===== src/sv/lrf_pkg.sv =====
package lrf_pkg;

    // Fixed field widths.
    localparam int SAMPLE_W   = 16;
    localparam int TAG_W      = 8;
    localparam int CFG_W      = 46;
    localparam int CFG_IDX_W  = 1;
    localparam int SLOPE_W    = 32;
    localparam int ICPT_W     = 40;
    localparam int R2_W       = 17;
    localparam int STAT_W     = 2;
    localparam int PCNT_W     = 9;
    localparam int MUL_W      = 33;
    localparam int DIV_W      = 64;
    localparam int DIV_CNT_W  = 7;
    localparam int S_TDATA_W  = 48;
    localparam int M_TDATA_W  = 120;

    // Bit positions of the result word fields.
    localparam int M_SLOPE_LSB = 16;
    localparam int M_ICPT_LSB  = 48;
    localparam int M_R2_LSB    = 88;
    localparam int M_PCNT_LSB  = 105;

    // Fit status codes.
    localparam logic [STAT_W-1:0] STAT_OK    = 2'd0;
    localparam logic [STAT_W-1:0] STAT_SHORT = 2'd1;
    localparam logic [STAT_W-1:0] STAT_DEGEN = 2'd2;
    localparam logic [STAT_W-1:0] STAT_DROP  = 2'd3;

    // Configuration register indexes.
    localparam logic [CFG_IDX_W-1:0] CFG_DEGEN_LIMIT = 1'd0;
    localparam logic [CFG_IDX_W-1:0] CFG_FLAT_LIMIT  = 1'd1;

    localparam logic [R2_W-1:0] R2_ONE = 17'd65536;

    // Sequencer states.
    typedef enum logic [5:0] {
        ST_IDLE, ST_ACC_XY, ST_ACC_XX, ST_ACC_END,
        ST_D0, ST_D1, ST_D2, ST_D3, ST_N0, ST_N1, ST_N2, ST_CHECK,
        ST_SLOPE_DIV, ST_SLOPE_END, ST_K0, ST_K1, ST_K2,
        ST_ICPT_DIV, ST_ICPT_END, ST_NN0, ST_NN1, ST_NN2, ST_NN3,
        ST_W0, ST_W1, ST_W2, ST_W3, ST_W4, ST_W5, ST_W6, ST_W7,
        ST_R2, ST_R2_DIV, ST_R2_END, ST_FINISH
    } lrf_state_t;

    // Command to the shared divider.
    typedef struct packed {
        logic                 start;
        logic [DIV_CNT_W-1:0] iters;
        logic [DIV_W-1:0]     rem_init;
        logic [DIV_W-1:0]     dq_init;
        logic [DIV_W-1:0]     divisor;
    } lrf_div_cmd_t;

endpackage


===== src/sv/lrf_mul.sv =====
module lrf_mul (
    input  logic                          aclk,
    input  logic [lrf_pkg::MUL_W-1:0]     a,
    input  logic [lrf_pkg::MUL_W-1:0]     b,
    output logic signed [2*lrf_pkg::MUL_W-1:0] p
);

    // Signed multiply with the product registered.
    always_ff @(posedge aclk) begin
        p <= $signed(a) * $signed(b);
    end

endmodule


===== config.mk =====
export PLATFORM = sky130hd
export DESIGN_NAME = lrf_mul
export DESIGN_NICKNAME = d
export VERILOG_FILES = /design/src/sv/lrf_pkg.sv /design/src/sv/lrf_mul.sv
export SDC_FILE = /design/constraint.sdc
export NUM_CORES = 2
export LEC_CHECK = 0
export ABC_AREA = 1
export BUFFER_PORTS_ARGS = -buffer_cell sky130_fd_sc_hd__buf_2
export CAP_MARGIN = 25
export CORE_MARGIN = 2
export CORE_UTILIZATION = 30
export CTS_CLUSTER_SIZE = 14
export DETAILED_ROUTE_END_ITERATION = 10
export GPL_TIMING_DRIVEN = 1
export HOLD_SLACK_MARGIN = 0.05
export PLACE_DENSITY = 0.54
export SYNTH_ARGS = -nofsm -noshare
export SYNTH_HDL_FRONTEND = slang
export SYNTH_SLANG_ARGS = --single-unit

===== constraint.sdc =====
create_clock -name aclk -period 9.33 [get_ports aclk]
set_input_delay 0.4665 -clock aclk [delete_from_list [all_inputs] [get_ports aclk]]
set_output_delay 0.4665 -clock aclk [all_outputs]
set_load 0.05 [all_outputs]

# Word-level counts from Yosys, hierarchy flattened
# Index checks and enable logic that the tools add are counted.
[word_totals]
register_bits = 66
elab_cells = 2
[op_classes]
multipliers = 1
[ops]
columns = ["op", "n"]
rows = [
  ["multiplier 33 x 33 -> 66 bit", 1],
]

# Logic depth before layout (Yosys ltp)
[logic_depth]
word_depth = 1
ltp_mapped = 34
depth_no_buf = 32

# Least setup slack after synthesis
# Ideal clock, no wire load.
[synth_timing]
path_kind = "in2reg"
startpoint = "input port a[32] in the netlist's numbering"
endpoint = "register p[60] in the netlist's numbering"
setup_time_ns = 0.113
t_arrival_ns = 7.110
t_required_ns = 9.217
setup_slack_ns = 2.108
cell_stages = 23
cell_sequence = "clkbuf_1 -> clkbuf_1 -> nand2_1 -> inv_1 -> fa_1 -> fa_1 -> fa_1 -> fa_1 -> inv_1 -> fa_1 -> fa_1 -> fa_1 -> fa_1 -> inv_1 -> ha_1 -> nand2_1 -> nor2_1 -> inv_1 -> nor3_1 -> nand2_1 -> and2_0 -> nand4_1 -> nand2_1"
[synth_between]
elab_chain_len = 1
[synth_rtl]
columns = ["item", "line_no", "source"]
rows = [
  ["from (decl)", "lrf_mul.sv:3", "input logic [lrf_pkg::MUL_W-1:0] a,"],
  ["multiplier 33 x 33 -> 66 bit", "lrf_mul.sv:10", "p <= $signed(a) * $signed(b);"],
  ["to (signal assigned)", "lrf_mul.sv:10", ""],
  ["to (decl)", "lrf_mul.sv:5", "output logic signed [2*lrf_pkg::MUL_W-1:0] p"],
]
# Every way passes these cells.

# Final worst setup path
[layout_timing]
startpoint = "input port b[1] in the netlist's numbering"
endpoint = "register p[53] in the netlist's numbering"
[layout_between]
elab_chain_len = 1
[layout_rtl]
columns = ["item", "line_no", "source"]
rows = [
  ["from (decl)", "lrf_mul.sv:4", "input logic [lrf_pkg::MUL_W-1:0] b,"],
  ["multiplier 33 x 33 -> 66 bit", "lrf_mul.sv:10", ""],
]
# Every way passes these cells.

==> summary.txt <==
Clocking
  • Post-CTS sizing: 0
  • Depth of the CTS H-tree: 3
  • Total CTS buffers: 9
  • Num Clock Sinks: 66
  • Root Buffer: clkbuf_16
  • Clock Path Buffers: 2
  • Clk slew on worst S/H paths: 0.06 ns
  • Postcts setup bufs: 0
  • CTS tree: built
  • Hold-fix buffers, CTS: 0

STA
  • Hold Vio Cnt, Final: 0
  • Max transition margin: 30.5%
  • Tmin final: 7.83 ns
  • Slew @ Worst Pin: 1.04 ns
  • Fin. max-slew vios: 0
  • Setup tns final: 0 ns
  • FMAX: 128 MHz
  • WHS: 0.795 ns
  • Final setup viols: 0
  • RSZ-0062 raised after global routing: no
  • Fin crit share: 83.9%

Die
  • Die X: 383 µm
  • Die Ht: 383 µm
  • I/O Pins: 133
  • Core footprint: 143,000 µm²
  • Starting Density: 30.1%
  • Die area: 147,000 µm²
  • Row count: 139

Cells and area
  • Layout area overhead: 6.04%
  • Final nets: 6,885
  • Top Registers: p: 66 flops
  • Reg area: 1320 µm²
  • Share of layout cells above drive strength 1: 4.41%
  • Most flops, register: p
  • Largest register FFs: 66
  • Multi-input gate area: 33,800 µm²
  • # fillers: 15,500
  • Layout Cells excl Fill: 7,366

Yosys
  • Synth Warn #: 0
  • Cells after synthesis: 5,543
  • Post-synth EDFFs: 0
  • Mapped Nets: 6,972
  • Post-synthesis async set-or-reset flop share: 0%
  • Avg Inst Size Synth: 7.79 µm²
  • Ys flop type: dfxtp_1
  • Synthesized area: 43,200 µm²
  • FF+latch count, synth: 66
  • Cell variety after synth: 35
  • Sequential cell area fraction in the yosys report: 3.06%

Critical path
  • CP startpoint: b[1]
  • CP endpoint kind: flip-flop
  • CP Launch Type: primary input
  • Critical Path RT: 9.61 ns
  • WS Path Type: primary input to flip-flop
  • CP Max Fanout: 33
  • Sum of buffers and inverters on the critical path: 7
  • Critical Path Max Stage Delay: 1.13 ns
  • Worst EP arrival: 8.11 ns
  • Most frequent CP cell: fa_1
  • Crit path max-delay cell type: fa_1
  • CP delay by family, top: adder cells

Min path
  • Hold path startpoint: b[0]
  • Worst Hold End: p[0]
  • HP Class: primary input to flip-flop
  • Hold Path Stages: 4

Global routing
  • Overflow after GRT: 0
  • Vias in the first global route: 36,100
  • Initial antenna violation count: 11
  • All-Layer GR Usage: 18.1%
  • Largest net degree at the start of global routing: 34
  • Global-route wire length before repair: 207,000 µm

Place
  • Inst Count DP: 7,348
  • Port bufs: 132
  • GPL Wtd Cong: 0.934
  • DP Wirelength: 110,000 µm

Route
  • DRT Pass-1 Iters: 7
  • ANT nets after route: 0
  • Drt wl/cell: 17.4 µm
  • Initial DRC Count: 1,891
  • Final wirelength: 128,000 µm
  • Remaining DRCs: 0
  • Via density: 4.39
  • Vias: 32,400

Status
  • Status: complete, no violations

Run
  • Max cap viols: 0
kinds of logic after synthesis:
kind of cell / share of synthesized area [%]
AO/OA/AOI/OAI: 1.38
XOR/XNOR: 0.832
adder cells (fa/ha/maj): 59.4
buffers and inverters: 18.8
flip-flops: 3.06
AND/OR/NAND/NOR: 16.6
tightest hold or removal path, cell delays in order:
cell and delay (ns):
buf_2 0.11, buf_4 0.24, nand2_1 0.19, inv_1 0.05
cells in the mapped netlist (2+ instances only):
library cell,instances,area share [%]
a21o_1,2,0.035
a21oi_1,61,0.71
a21oi_2,4,0.081
and2_1,2,0.029
clkbuf_1,262,2.3
dfxtp_1,66,3.1
fa_1,1145,53
ha_1,217,6.3
inv_1,1894,16
nand2_1,1517,13
nand2_2,17,0.25
nand3_1,70,0.81
nand3_2,8,0.19
nand3b_1,3,0.052
nand4_1,19,0.28
nor2_1,131,1.1
nor2_2,20,0.29
nor2_4,3,0.078
nor3_1,7,0.081
nor4_1,4,0.058
o21ai_0,19,0.22
o21ai_1,3,0.035
o21bai_1,14,0.24
or2_2,5,0.072
xnor2_1,4,0.081
xor2_1,37,0.75
routing by layer:
layer | global-route usage, % | wire (µm)
met1 | 23.2 | 53800
met2 | 33.6 | 66000
met3 | 1.55 | 5720
met4 | 3.01 | 2440
met5 | 0 | 59
how the worst max path moves through the flow:
stage / endpoint / slack, ns / cells past startpoint
2_1_floorplan: p[60] / 2.11 / 23
3_3_place_gp: p[53] / 1.10 / 25
3_5_place_dp: p[53] / 1.15 / 25
4_1_cts: p[53] / 1.49 / 25
5_1_grt: p[53] / 1.09 / 25
6_report: p[53] / 1.50 / 25
placed cells by master, fill, tap and decap left out, types with 2 or more instances in the layout:
| cell type | n |
|---|---|
| xor2_1 | 37 |
| inv_1 | 1894 |
| nand4_1 | 19 |
| buf_4 | 31 |
| nand3b_1 | 3 |
| nand3_1 | 70 |
| clkbuf_16 | 9 |
| clkinvlp_4 | 2 |
| nor2_2 | 20 |
| dfxtp_1 | 66 |
| a21oi_1 | 61 |
| a21oi_2 | 4 |
| and2_1 | 2 |
| fa_1 | 1145 |
| nand2_2 | 17 |
| nand3_2 | 8 |
| clkinv_2 | 2 |
| nor4_1 | 4 |
| nor3_1 | 7 |
| nand2_1 | 1517 |
| nor2_4 | 3 |
| buf_2 | 132 |
| o21bai_1 | 14 |
| o21ai_1 | 3 |
| nor2_1 | 131 |
| ha_1 | 217 |
| xnor2_1 | 4 |
| or2_2 | 5 |
| diode_2 | 2 |
| a21o_1 | 2 |
| o21ai_0 | 19 |
final cells by class:
class,count,share of cell area (%)
antenna,2,0.0109
multi-input combinational,3319,73.7
clock buffer,10,0.500
clock inverter,6,0.0929
timing repair buffer,165,2.04
inverter,1895,15.5
tap,1903,5.20
sequential,66,2.89
through the flow:
stage	area [µm²]	util, %	worst slack, ns
detailed placement	45500	31.8	1.15
floorplan	43200	-	2.11
finish	45800	31.9	1.50
CTS	45800	31.9	1.49
global route	45800	31.9	1.09
global placement	45500	31.7	1.10
Power is left out: the tool's default activity adds up to more than one toggle a clock period on the data nets, which glitch-free logic cannot reach.
