===== src/sv/lrf_pkg.sv =====
package lrf_pkg;

    // Fixed field widths.
    localparam int SAMPLE_W   = 16;
    localparam int TAG_W      = 8;
    localparam int CFG_W      = 46;
    localparam int CFG_IDX_W  = 1;
    localparam int SLOPE_W    = 32;
    localparam int ICPT_W     = 40;
    localparam int R2_W       = 17;
    localparam int STAT_W     = 2;
    localparam int PCNT_W     = 9;
    localparam int MUL_W      = 33;
    localparam int DIV_W      = 64;
    localparam int DIV_CNT_W  = 7;
    localparam int S_TDATA_W  = 48;
    localparam int M_TDATA_W  = 120;

    // Bit positions of the result word fields.
    localparam int M_SLOPE_LSB = 16;
    localparam int M_ICPT_LSB  = 48;
    localparam int M_R2_LSB    = 88;
    localparam int M_PCNT_LSB  = 105;

    // Fit status codes.
    localparam logic [STAT_W-1:0] STAT_OK    = 2'd0;
    localparam logic [STAT_W-1:0] STAT_SHORT = 2'd1;
    localparam logic [STAT_W-1:0] STAT_DEGEN = 2'd2;
    localparam logic [STAT_W-1:0] STAT_DROP  = 2'd3;

    // Configuration register indexes.
    localparam logic [CFG_IDX_W-1:0] CFG_DEGEN_LIMIT = 1'd0;
    localparam logic [CFG_IDX_W-1:0] CFG_FLAT_LIMIT  = 1'd1;

    localparam logic [R2_W-1:0] R2_ONE = 17'd65536;

    // Sequencer states.
    typedef enum logic [5:0] {
        ST_IDLE, ST_ACC_XY, ST_ACC_XX, ST_ACC_END,
        ST_D0, ST_D1, ST_D2, ST_D3, ST_N0, ST_N1, ST_N2, ST_CHECK,
        ST_SLOPE_DIV, ST_SLOPE_END, ST_K0, ST_K1, ST_K2,
        ST_ICPT_DIV, ST_ICPT_END, ST_NN0, ST_NN1, ST_NN2, ST_NN3,
        ST_W0, ST_W1, ST_W2, ST_W3, ST_W4, ST_W5, ST_W6, ST_W7,
        ST_R2, ST_R2_DIV, ST_R2_END, ST_FINISH
    } lrf_state_t;

    // Command to the shared divider.
    typedef struct packed {
        logic                 start;
        logic [DIV_CNT_W-1:0] iters;
        logic [DIV_W-1:0]     rem_init;
        logic [DIV_W-1:0]     dq_init;
        logic [DIV_W-1:0]     divisor;
    } lrf_div_cmd_t;

endpackage


===== src/sv/lrf_div.sv =====
module lrf_div (
    input  logic                         aclk,
    input  logic                         aresetn,
    input  lrf_pkg::lrf_div_cmd_t        cmd,
    output logic [lrf_pkg::DIV_W-1:0]    quot,
    output logic                         done
);

    logic [lrf_pkg::DIV_W-1:0]     rem_reg, rem_next;
    logic [lrf_pkg::DIV_W-1:0]     dq_reg, dq_next;
    logic [lrf_pkg::DIV_W-1:0]     div_reg;
    logic [lrf_pkg::DIV_CNT_W-1:0] cnt_reg;
    logic                          busy_reg, done_reg;
    logic [lrf_pkg::DIV_W:0]       trial;
    logic                          fits;

    // One restoring step: shift the next dividend bit in, subtract if it fits.
    always_comb begin
        trial    = {rem_reg, dq_reg[lrf_pkg::DIV_W-1]};
        fits     = trial >= {1'b0, div_reg};
        rem_next = fits ? lrf_pkg::DIV_W'(trial - {1'b0, div_reg})
                        : trial[lrf_pkg::DIV_W-1:0];
        dq_next  = {dq_reg[lrf_pkg::DIV_W-2:0], fits};
    end

    // Control: iteration count, busy and a one-cycle done pulse.
    always_ff @(posedge aclk) begin
        if (!aresetn) begin
            busy_reg <= 1'b0;
            done_reg <= 1'b0;
            cnt_reg  <= '0;
        end else begin
            done_reg <= 1'b0;
            if (cmd.start) begin
                busy_reg <= 1'b1;
                cnt_reg  <= cmd.iters;
            end else if (busy_reg) begin
                cnt_reg <= cnt_reg - 1'b1;
                if (cnt_reg == lrf_pkg::DIV_CNT_W'(1)) begin
                    busy_reg <= 1'b0;
                    done_reg <= 1'b1;
                end
            end
        end
    end

    // Datapath: remainder and combined dividend/quotient shift register.
    always_ff @(posedge aclk) begin
        if (cmd.start) begin
            rem_reg <= cmd.rem_init;
            dq_reg  <= cmd.dq_init;
            div_reg <= cmd.divisor;
        end else if (busy_reg) begin
            rem_reg <= rem_next;
            dq_reg  <= dq_next;
        end
    end

    assign quot = dq_reg;
    assign done = done_reg;

endmodule


===== config.mk =====
export PLATFORM = sky130hd
export DESIGN_NAME = lrf_div
export DESIGN_NICKNAME = d
export VERILOG_FILES = /design/src/sv/lrf_pkg.sv /design/src/sv/lrf_div.sv
export SDC_FILE = /design/constraint.sdc
export NUM_CORES = 1
export LEC_CHECK = 0
export ABC_AREA = 1
export CAP_MARGIN = 10
export CORE_MARGIN = 3
export CORE_UTILIZATION = 60
export DETAILED_ROUTE_END_ITERATION = 7
export DONT_BUFFER_PORTS = 1
export PLACE_DENSITY_LB_ADDON = 0.15
export SYNTH_ARGS = -nofsm -noshare
export SYNTH_HDL_FRONTEND = slang
export SYNTH_SLANG_ARGS = --single-unit

===== constraint.sdc =====
create_clock -name aclk -period 5.4 [get_ports aclk]
set_clock_uncertainty 0.05 [all_clocks]
set_input_delay 1.08 -clock aclk [delete_from_list [all_inputs] [get_ports aclk]]
set_output_delay 1.08 -clock aclk [all_outputs]
set_load 0.02 [all_outputs]

== Yosys cells after proc, flatten, opt, wreduce, memory -nomap -nowiden ==
Cells that the tools add are included.

* Flip-flop bits (word level): 201
* Input port bits: 202
* Word-level logic and storage cells: 25

* $add $sub $neg: 2
* Order comparisons: 1
* Eq/ne operators: 1
* Mux-type cells: 11
* Bitwise gates (word level): 2
* Reductions and logical operators: 2

{| class="wikitable"
|+ Operators by type and width
! operator !! count
|-
| 2-to-1 mux 64 bit || 5
|-
| greater-or-equal comparator 65 x 64 -> 1 bit || 1
|-
| subtractor 64 bit || 1
|-
| 2-to-1 mux 7 bit || 2
|-
| equality test 7 x 1 -> 1 bit, second input constant || 1
|-
| subtractor 7 x 1 -> 7 bit, second input constant || 1
|-
| 2-to-1 mux 1 bit || 4
|-
| OR reduction 3 bit || 1
|-
| NOT 1 bit || 2
|-
| nonzero test 2 bit || 1
|}

== Longest topological paths before layout ==
Gate-level depths: netlist of run 1.

* Depth after elaboration: 4
* Gate-level depth with buffers: 19
* Depth with buffers taken out: 18

== Worst setup path before layout of run 1 ==
Ideal clock, no wire load.

* Kind: input to register
* Start point: input cmd[199] in the netlist's numbering
* End point: register cnt_reg[0] in the netlist's numbering
* Setup time: 0.113 ns
* Arrival: 4.367 ns
* Data required time: 5.237 ns
* Path slack: 0.870 ns
* Stages on the path: 6
* Buffers on the path: 1
* Cell sequence: clkbuf_1 nor2_1 inv_1 o21ai_0 nand2_1 inv_1

* Longest elaborated chain between the ends: 1

{| class="wikitable"
|+ Ends and longest elaborated chain
! element !! line !! text
|-
| start, declared || lrf_div.sv:4 || <nowiki>input lrf_pkg::lrf_div_cmd_t cmd,</nowiki>
|-
| 2-to-1 mux 7 bit or nonzero test 2 bit (tied branches) || n/a ||
|-
| end signal, assigned || lrf_div.sv:36 || <nowiki>cnt_reg <= cmd.iters;</nowiki>
|-
| end signal, assigned || lrf_div.sv:38 || <nowiki>cnt_reg <= cnt_reg - 1'b1;</nowiki>
|-
| end, declared || lrf_div.sv:12 || <nowiki>logic [lrf_pkg::DIV_CNT_W-1:0] cnt_reg;</nowiki>
|}

Several ways; a longest one is shown, not always the timed one.
A chain may end at the register's enable or synchronous reset.

== Final worst setup path of run 1 ==
* Start point: register rem_reg[3] in the netlist's numbering
* End point: register rem_reg[36] in the netlist's numbering (data pin)

* Longest elaborated chain between the ends: 4

{| class="wikitable"
|+ Ends and longest elaborated chain
! element !! line !! text
|-
| start, declared || lrf_div.sv:9 || <nowiki>logic [lrf_pkg::DIV_W-1:0] rem_reg, rem_next;</nowiki>
|-
| start signal, assigned || lrf_div.sv:50 || <nowiki>rem_reg <= cmd.rem_init;</nowiki>
|-
| start signal, assigned || lrf_div.sv:54 || <nowiki>rem_reg <= rem_next;</nowiki>
|-
| subtractor 64 bit or greater-or-equal comparator 65 x 64 -> 1 bit (tied branches) || lrf_div.sv:21, lrf_div.sv:20 ||
|-
| 2-to-1 mux 64 bit * || lrf_div.sv:21 || <nowiki>rem_next = fits ? lrf_pkg::DIV_W'(trial - {1'b0, div_reg})</nowiki>
|-
| 2-to-1 mux 64 bit * || lrf_div.sv:53 || <nowiki>end else if (busy_reg) begin</nowiki>
|-
| 2-to-1 mux 64 bit * || lrf_div.sv:49 || <nowiki>if (cmd.start) begin</nowiki>
|}

Every way passes the cells marked *; elsewhere a longest branch is shown, timed or not. The select of a mux whose other input is x is not followed.

==> results of run 1 <==
## metal layers
| layer | part of all wire | wire [um] | track usage | up-vias |
|---|---|---|---|---|
| li1 | - | - | - | 6650 |
| met1 | 0.41 | 18800 | 0.446 | 6140 |
| met2 | 0.46 | 21000 | 0.558 | 642 |
| met3 | 0.099 | 4530 | 0.0839 | 83 |
| met4 | 0.035 | 1630 | 0.112 | 2 |
| met5 | 0.00028 | 13 | 0 | - |
## logic make-up after synthesis
| family | share of synthesized area |
|---|---|
| adders and majority gates | 0.0571 |
| xor gates and xnor gates | 0.0195 |
| and+or+nand+nor | 0.361 |
| AOI/OAI and AO/OA | 0.0438 |
| DFF | 0.401 |
| buffers and inverters | 0.118 |
## area by class of cell
type / instances / area [sq um] / share of cell area
Clock inverter: 11 / 91.3 / 0.00582
Antenna cell: 2 / 5.00 / 0.000319
Tap cell: 319 / 399 / 0.0254
Inverter: 394 / 1480 / 0.0945
Sequential cell: 201 / 5950 / 0.379
Clock buffer: 27 / 568 / 0.0362
Multi-Input combinational cell: 1518 / 7120 / 0.454
Timing Repair Buffer: 9 / 67.6 / 0.00431
## power groups by stage
stage	clock (W)	combinational, W	sequential, W
finish	0.00141	0.00281	0.00222
global route	0.00148	0.00313	0.00224
CTS	0.00143	0.00274	0.00221
detailed placement	0	0.00272	0.00224
global placement	0	0.00267	0.00223
floorplan	0	0.00207	0.00219
## Yosys cell counts (all sizes together)
library cell | instances | share of area
and2 | 2 | 0.00084
fa | 1 | 0.0014
nor3 | 11 | 0.0037
xor2 | 3 | 0.0018
nor4 | 1 | 0.00042
nand3b | 38 | 0.019
clkbuf | 20 | 0.0051
nand2 | 964 | 0.25
nor3b | 1 | 0.00051
o31a | 1 | 0.00059
edfxtp | 192 | 0.39
nand4 | 9 | 0.0038
dfxtp | 9 | 0.012
buf | 26 | 0.013
ha | 66 | 0.056
nand3 | 133 | 0.045
a22oi | 1 | 0.00051
or2 | 1 | 0.00042
a21boi | 2 | 0.0010
a31oi | 4 | 0.0017
clkinv | 1 | 0.00025
a21o | 2 | 0.0010
a21oi | 54 | 0.018
o21bai | 10 | 0.0051
and3 | 1 | 0.00042
o21ai | 37 | 0.015
xnor2 | 30 | 0.018
inv | 393 | 0.10
a32oi | 1 | 0.00059
nor2 | 145 | 0.040
## worst max path at each step
stage                     from           to  cells past startpoint
global route        rem_reg[3]  rem_reg[40]                     16
finish              rem_reg[3]  rem_reg[36]                     16
detailed placement  rem_reg[6]  rem_reg[19]                     16
CTS                 rem_reg[3]  rem_reg[36]                     16
floorplan             cmd[199]   cnt_reg[0]                      6
global placement    rem_reg[3]  rem_reg[42]                     16
## worst max-delay path: stages (launching register included)
cell      delay (ns)
edfxtp_1        0.40
ha_1            0.38
nand2_1         0.11
nor2_1          0.37
nand2_1         0.11
nor2_1          0.16
nand3_1         0.09
nor2_1          0.10
nor2_1          0.05
nand2_1         0.08
nor2_2          0.03
buf_4           0.31
nand2_4         0.46
buf_4           0.40
nand3_1         0.12
nand3_1         0.10
nand2_1         0.07
## per-stage QoR
step / hold WS [ns] / utilization / cells / power, W
floorplan: 0.411 / - / 2159 / 0.00426
global placement: 0.424 / 0.629 / 2441 / 0.00490
detailed placement: 0.437 / 0.629 / 2441 / 0.00496
CTS: 0.446 / 0.656 / 2479 / 0.00638
global route: 0.470 / 0.656 / 2480 / 0.00685
finish: 0.448 / 0.656 / 2481 / 0.00643
==> reports/results.ini, run 1 <==
[status]
status = finished clean

[logic_synthesis]
syn-num-nets = 2428
synth_area_sq_mm = 0.0148
synth-seq-cells = 201
ys_warn_count = 0
syn-mean-instance-area_sq_um = 6.86
ys_types = 41
synth-seq-area-share = 0.401
syn_inst = 2159

[detailed_routing]
wl_um = 45900
wl_per_cell_um = 18.5
drt_iter0_markers = 1166
vias = 13500
drc = 0
avgViaCountPerCell = 5.45
postRouteAntennaNets = 0
dr.pass1.iters = 6

[final_layout]
most-common-layout-cells = 959 x nand2_1, 384 x inv_1, 192 x edfxtp_1, 132 x nand3_1, 125 x nor2_1
nNetsFinal = 2414
area_growth_pct = 5.90
layout-drive-gt1-share = 0.0407
filler_cell_count = 2152
stdcell_area_sq_mm = 0.0157
final_common_cell = nand2_1

[power_and_ir_drop]
power_leakage_nw = 8.25
comb_power_share = 0.436
worst_ir_drop_vdd_uv = 357
power.share.sequential = 0.344
power_frac_clock = 0.220
power.density_mw_per_mm2 = 410
switching_share = 0.423
p_sw_w = 0.00272
p_int_w = 0.00371

[timing]
fin_crit_ns = 3.67
worst_slack_ns = 1.73
setup_violations = 0
grt_setup_unrepaired = no
final-hold-violation-count = 0
relSlewSlack = 0.411
tns_ns = 0
max_freq_mhz = 273
slew_viol_final = 0
final.period_utilization = 0.679
worst_pin_slew_ns = 0.884

[floorplan]
rows = 56
design.die.area_sq_mm = 0.0266
core_sq_mm = 0.0239
die-height_um = 163
die_x_um = 163
ios = 267
start_util = 0.620

[critical_path]
critPathKind = register to register
crit_arrival_ns = 3.89
r2r-start = rem_reg[3]
crit_path_end_kind = register
r2r_cells = 16
start_kind = register
reg2reg_slack_ns = 1.73
critPathMaxFanout = 38
reg2reg_to = rem_reg[36]
crit_required_ns = 5.62

[global_route]
grtUsageTotal = 0.341
grt_max_degree = 202
grt_pass1_wl_um = 70500
antenna_found_initial = 2
grt_pass1_vias = 13200
overflow = 0

[cts]
htreeDepth = 1
cts_tree = done
ctsResizeCount = 0
cts_sinks = 201
worstSkewPairLatency_ns = 0.52
postCtsSetupBuffers = 0
hold_buffers = 0
clk_pin_slew_worst_paths_ns = 0.06
cts_buffer_depth = 3
cts_made_buffers = 21
root_buffer = clkbuf_16

[hold_path]
min_path_cells = 2
whs_endpoint = cnt_reg[5]
min_from = cnt_reg[5]
hold_class = register to register

[place]
placed_cell_area_sq_mm = 0.0150
hpwl_um = 36000
post-place-ws_ns = 1.83
gp_congestion = 1.02
portBuffers = 0

[job]
maxCapViolCount = 0

Power figures use the tool's default switching activity.
==> inputs of run 2 (changes only) <==
==> constraint.sdc (replaced) <==
create_clock -name aclk -period 3.6 [get_ports aclk]
set_clock_uncertainty 0.05 [all_clocks]
set_input_delay 0.72 -clock aclk [delete_from_list [all_inputs] [get_ports aclk]]
set_output_delay 0.72 -clock aclk [all_outputs]
set_load 0.02 [all_outputs]
==> reports/results.ini, run 2 (same netlist as run 1, synthesis figures left out) <==
[timing]
fin_crit_ns = 3.23  ; -0.440 ns
final.period_utilization = 0.896  ; +0.217
slew_viol_final = 0  ; unchanged
final-hold-violation-count = 0  ; unchanged
max_freq_mhz = 310  ; +14%
setup_violations = 0  ; unchanged
worst_pin_slew_ns = 0.572  ; -0.312 ns
grt_setup_unrepaired = no
tns_ns = 0  ; unchanged
relSlewSlack = 0.619  ; +0.208

[floorplan]
rows = 56  ; unchanged
die_x_um = 163  ; unchanged
die-height_um = 163  ; unchanged
core_sq_mm = 0.0239  ; unchanged
ios = 267  ; unchanged
start_util = 0.620  ; unchanged
design.die.area_sq_mm = 0.0266  ; unchanged

[detailed_routing]
postRouteAntennaNets = 0  ; unchanged
highest_layer = met4
wl_met2_um = 21000  ; about the same
avgViaCountPerCell = 5.51  ; +1.1%
vias = 13700  ; +1.4%
wl_um = 46800  ; +2.0%
route.met3.wl_um = 4540  ; +0.22%
drt-met1-wl_um = 19300  ; +2.6%
drc = 0  ; unchanged
wl_per_cell_um = 18.8  ; +1.7%
dr.pass1.iters = 6  ; unchanged
drt_iter0_markers = 1476  ; +27%

[cts]
cts_tree = done
hold_buffers = 0  ; unchanged
postCtsSetupBuffers = 0  ; unchanged
clk_pin_slew_worst_paths_ns = 0.07  ; about the same
cts_sinks = 201  ; unchanged
root_buffer = clkbuf_16
cts_buffer_depth = 3  ; unchanged
cts_made_buffers = 22  ; +4.8%
ctsResizeCount = 0  ; unchanged
htreeDepth = 1  ; unchanged
worstSkewPairLatency_ns = 0.54  ; +0.02 ns

[critical_path]
crit_path_end_kind = register
critPathKind = register to register
critPathMaxFanout = 3  ; -92%
start_kind = register
reg2reg_slack_ns = 0.37  ; -1.36 ns
crit_required_ns = 3.85  ; -1.77 ns
crit_arrival_ns = 3.48  ; -0.41 ns

[final_layout]
layout-drive-gt1-share = 0.0429  ; +0.00218
final_common_cell = nand2_1
nNetsFinal = 2420  ; +0.25%
area_growth_pct = 7.05
stdcell_area_sq_mm = 0.0159  ; +1.1%
most-common-layout-cells = 959 x nand2_1, 384 x inv_1, 192 x edfxtp_1, 132 x nand3_1, 124 x nor2_1

[power_and_ir_drop]
power.density_mw_per_mm2 = 629  ; +53%
power_leakage_nw = 8.33  ; +0.89%
worst_ir_drop_vdd_uv = 604  ; +69%

[place]
placed_cell_area_sq_mm = 0.0151  ; +0.52%
portBuffers = 0  ; unchanged
gp_congestion = 1.05  ; +2.2%
hpwl_um = 36900  ; +2.3%

[global_route]
grt_pass1_wl_um = 71100  ; +0.94%
grt_pass1_vias = 13200  ; +0.48%
grtUsageTotal = 0.345  ; +0.00385
overflow = 0  ; unchanged
antenna_found_initial = 2  ; unchanged
grt_max_degree = 202  ; unchanged

[hold_path]
hold_class = primary input to register

[job]
maxCapViolCount = 0  ; unchanged

[status]
status = finished clean

-- run 2: changes by cell type in the layout (fill, tap and decap cells not counted), sizes merged --
cell	delta
buf	+5
clkbuf	+3
clkinv	-3
bufinv	+2
diode	+1
-- run 2: area by class of cell --
cell class,count,area [sq um]
fillers,2080,8040
multi-input cells,1518,7130
flip-flops and latches,201,5950
inverters,394,1480
clock buffers,30,591
well taps,319,399
clock inverters,10,159
repair buffers,14,143
diodes,3,7.51
-- run 2: final timing paths --
| kind | from | endpoint | cells after the start |
|---|---|---|---|
| worst max register to register | quot[63] | rem_reg[52] | 15 |
| worst max-delay path | quot[63] | rem_reg[52] | 15 |
| worst min register to register | cnt_reg[6] | cnt_reg[6] | 2 |
| worst min-delay path | cmd[53] | div_reg[53] | 0 |
-- run 2: critical path, cell delays in order, from the launching register on --
cell and delay, ns:
edfxtp_1 0.54, inv_1 0.12, ha_1 0.19, inv_1 0.09, fa_1 0.44, inv_1 0.08
nor2_1 0.06, or2_2 0.32, nand3b_1 0.11, nand3_1 0.34, nand2_1 0.23, nand3b_1 0.09
nand2_1 0.06, nand3_1 0.13, nand2_1 0.10, nand2_1 0.04
-- run 2: stage by stage --
stage                     instances  total power, W  hold slack, ns  setup WS (ns)   util
after global routing           2487          0.0106           0.207          0.210  0.663
final                          2489         0.00998           0.225          0.373  0.664
after floorplan                2159         0.00639           0.411         0.0715      -
after CTS                      2486         0.00989           0.208          0.414  0.663
after detailed placement       2446         0.00752           0.430          0.435  0.632
after global placement         2446         0.00743           0.424          0.465  0.632
-- run 2: power breakdown --
group | internal, W | total (W) | leakage, nW | switching, W
clock network | 0.00138 | 0.00237 | 0.359 | 0.000988
logic | 0.00140 | 0.00429 | 5.96 | 0.00289
registers | 0.00301 | 0.00331 | 2.01 | 0.000301
-- run 2: metal layers --
metal	vias up	track usage
met5	-	0
met4	0	0.128
met3	115	0.0720
met2	706	0.559
met1	6217	0.458
li1	6673	-
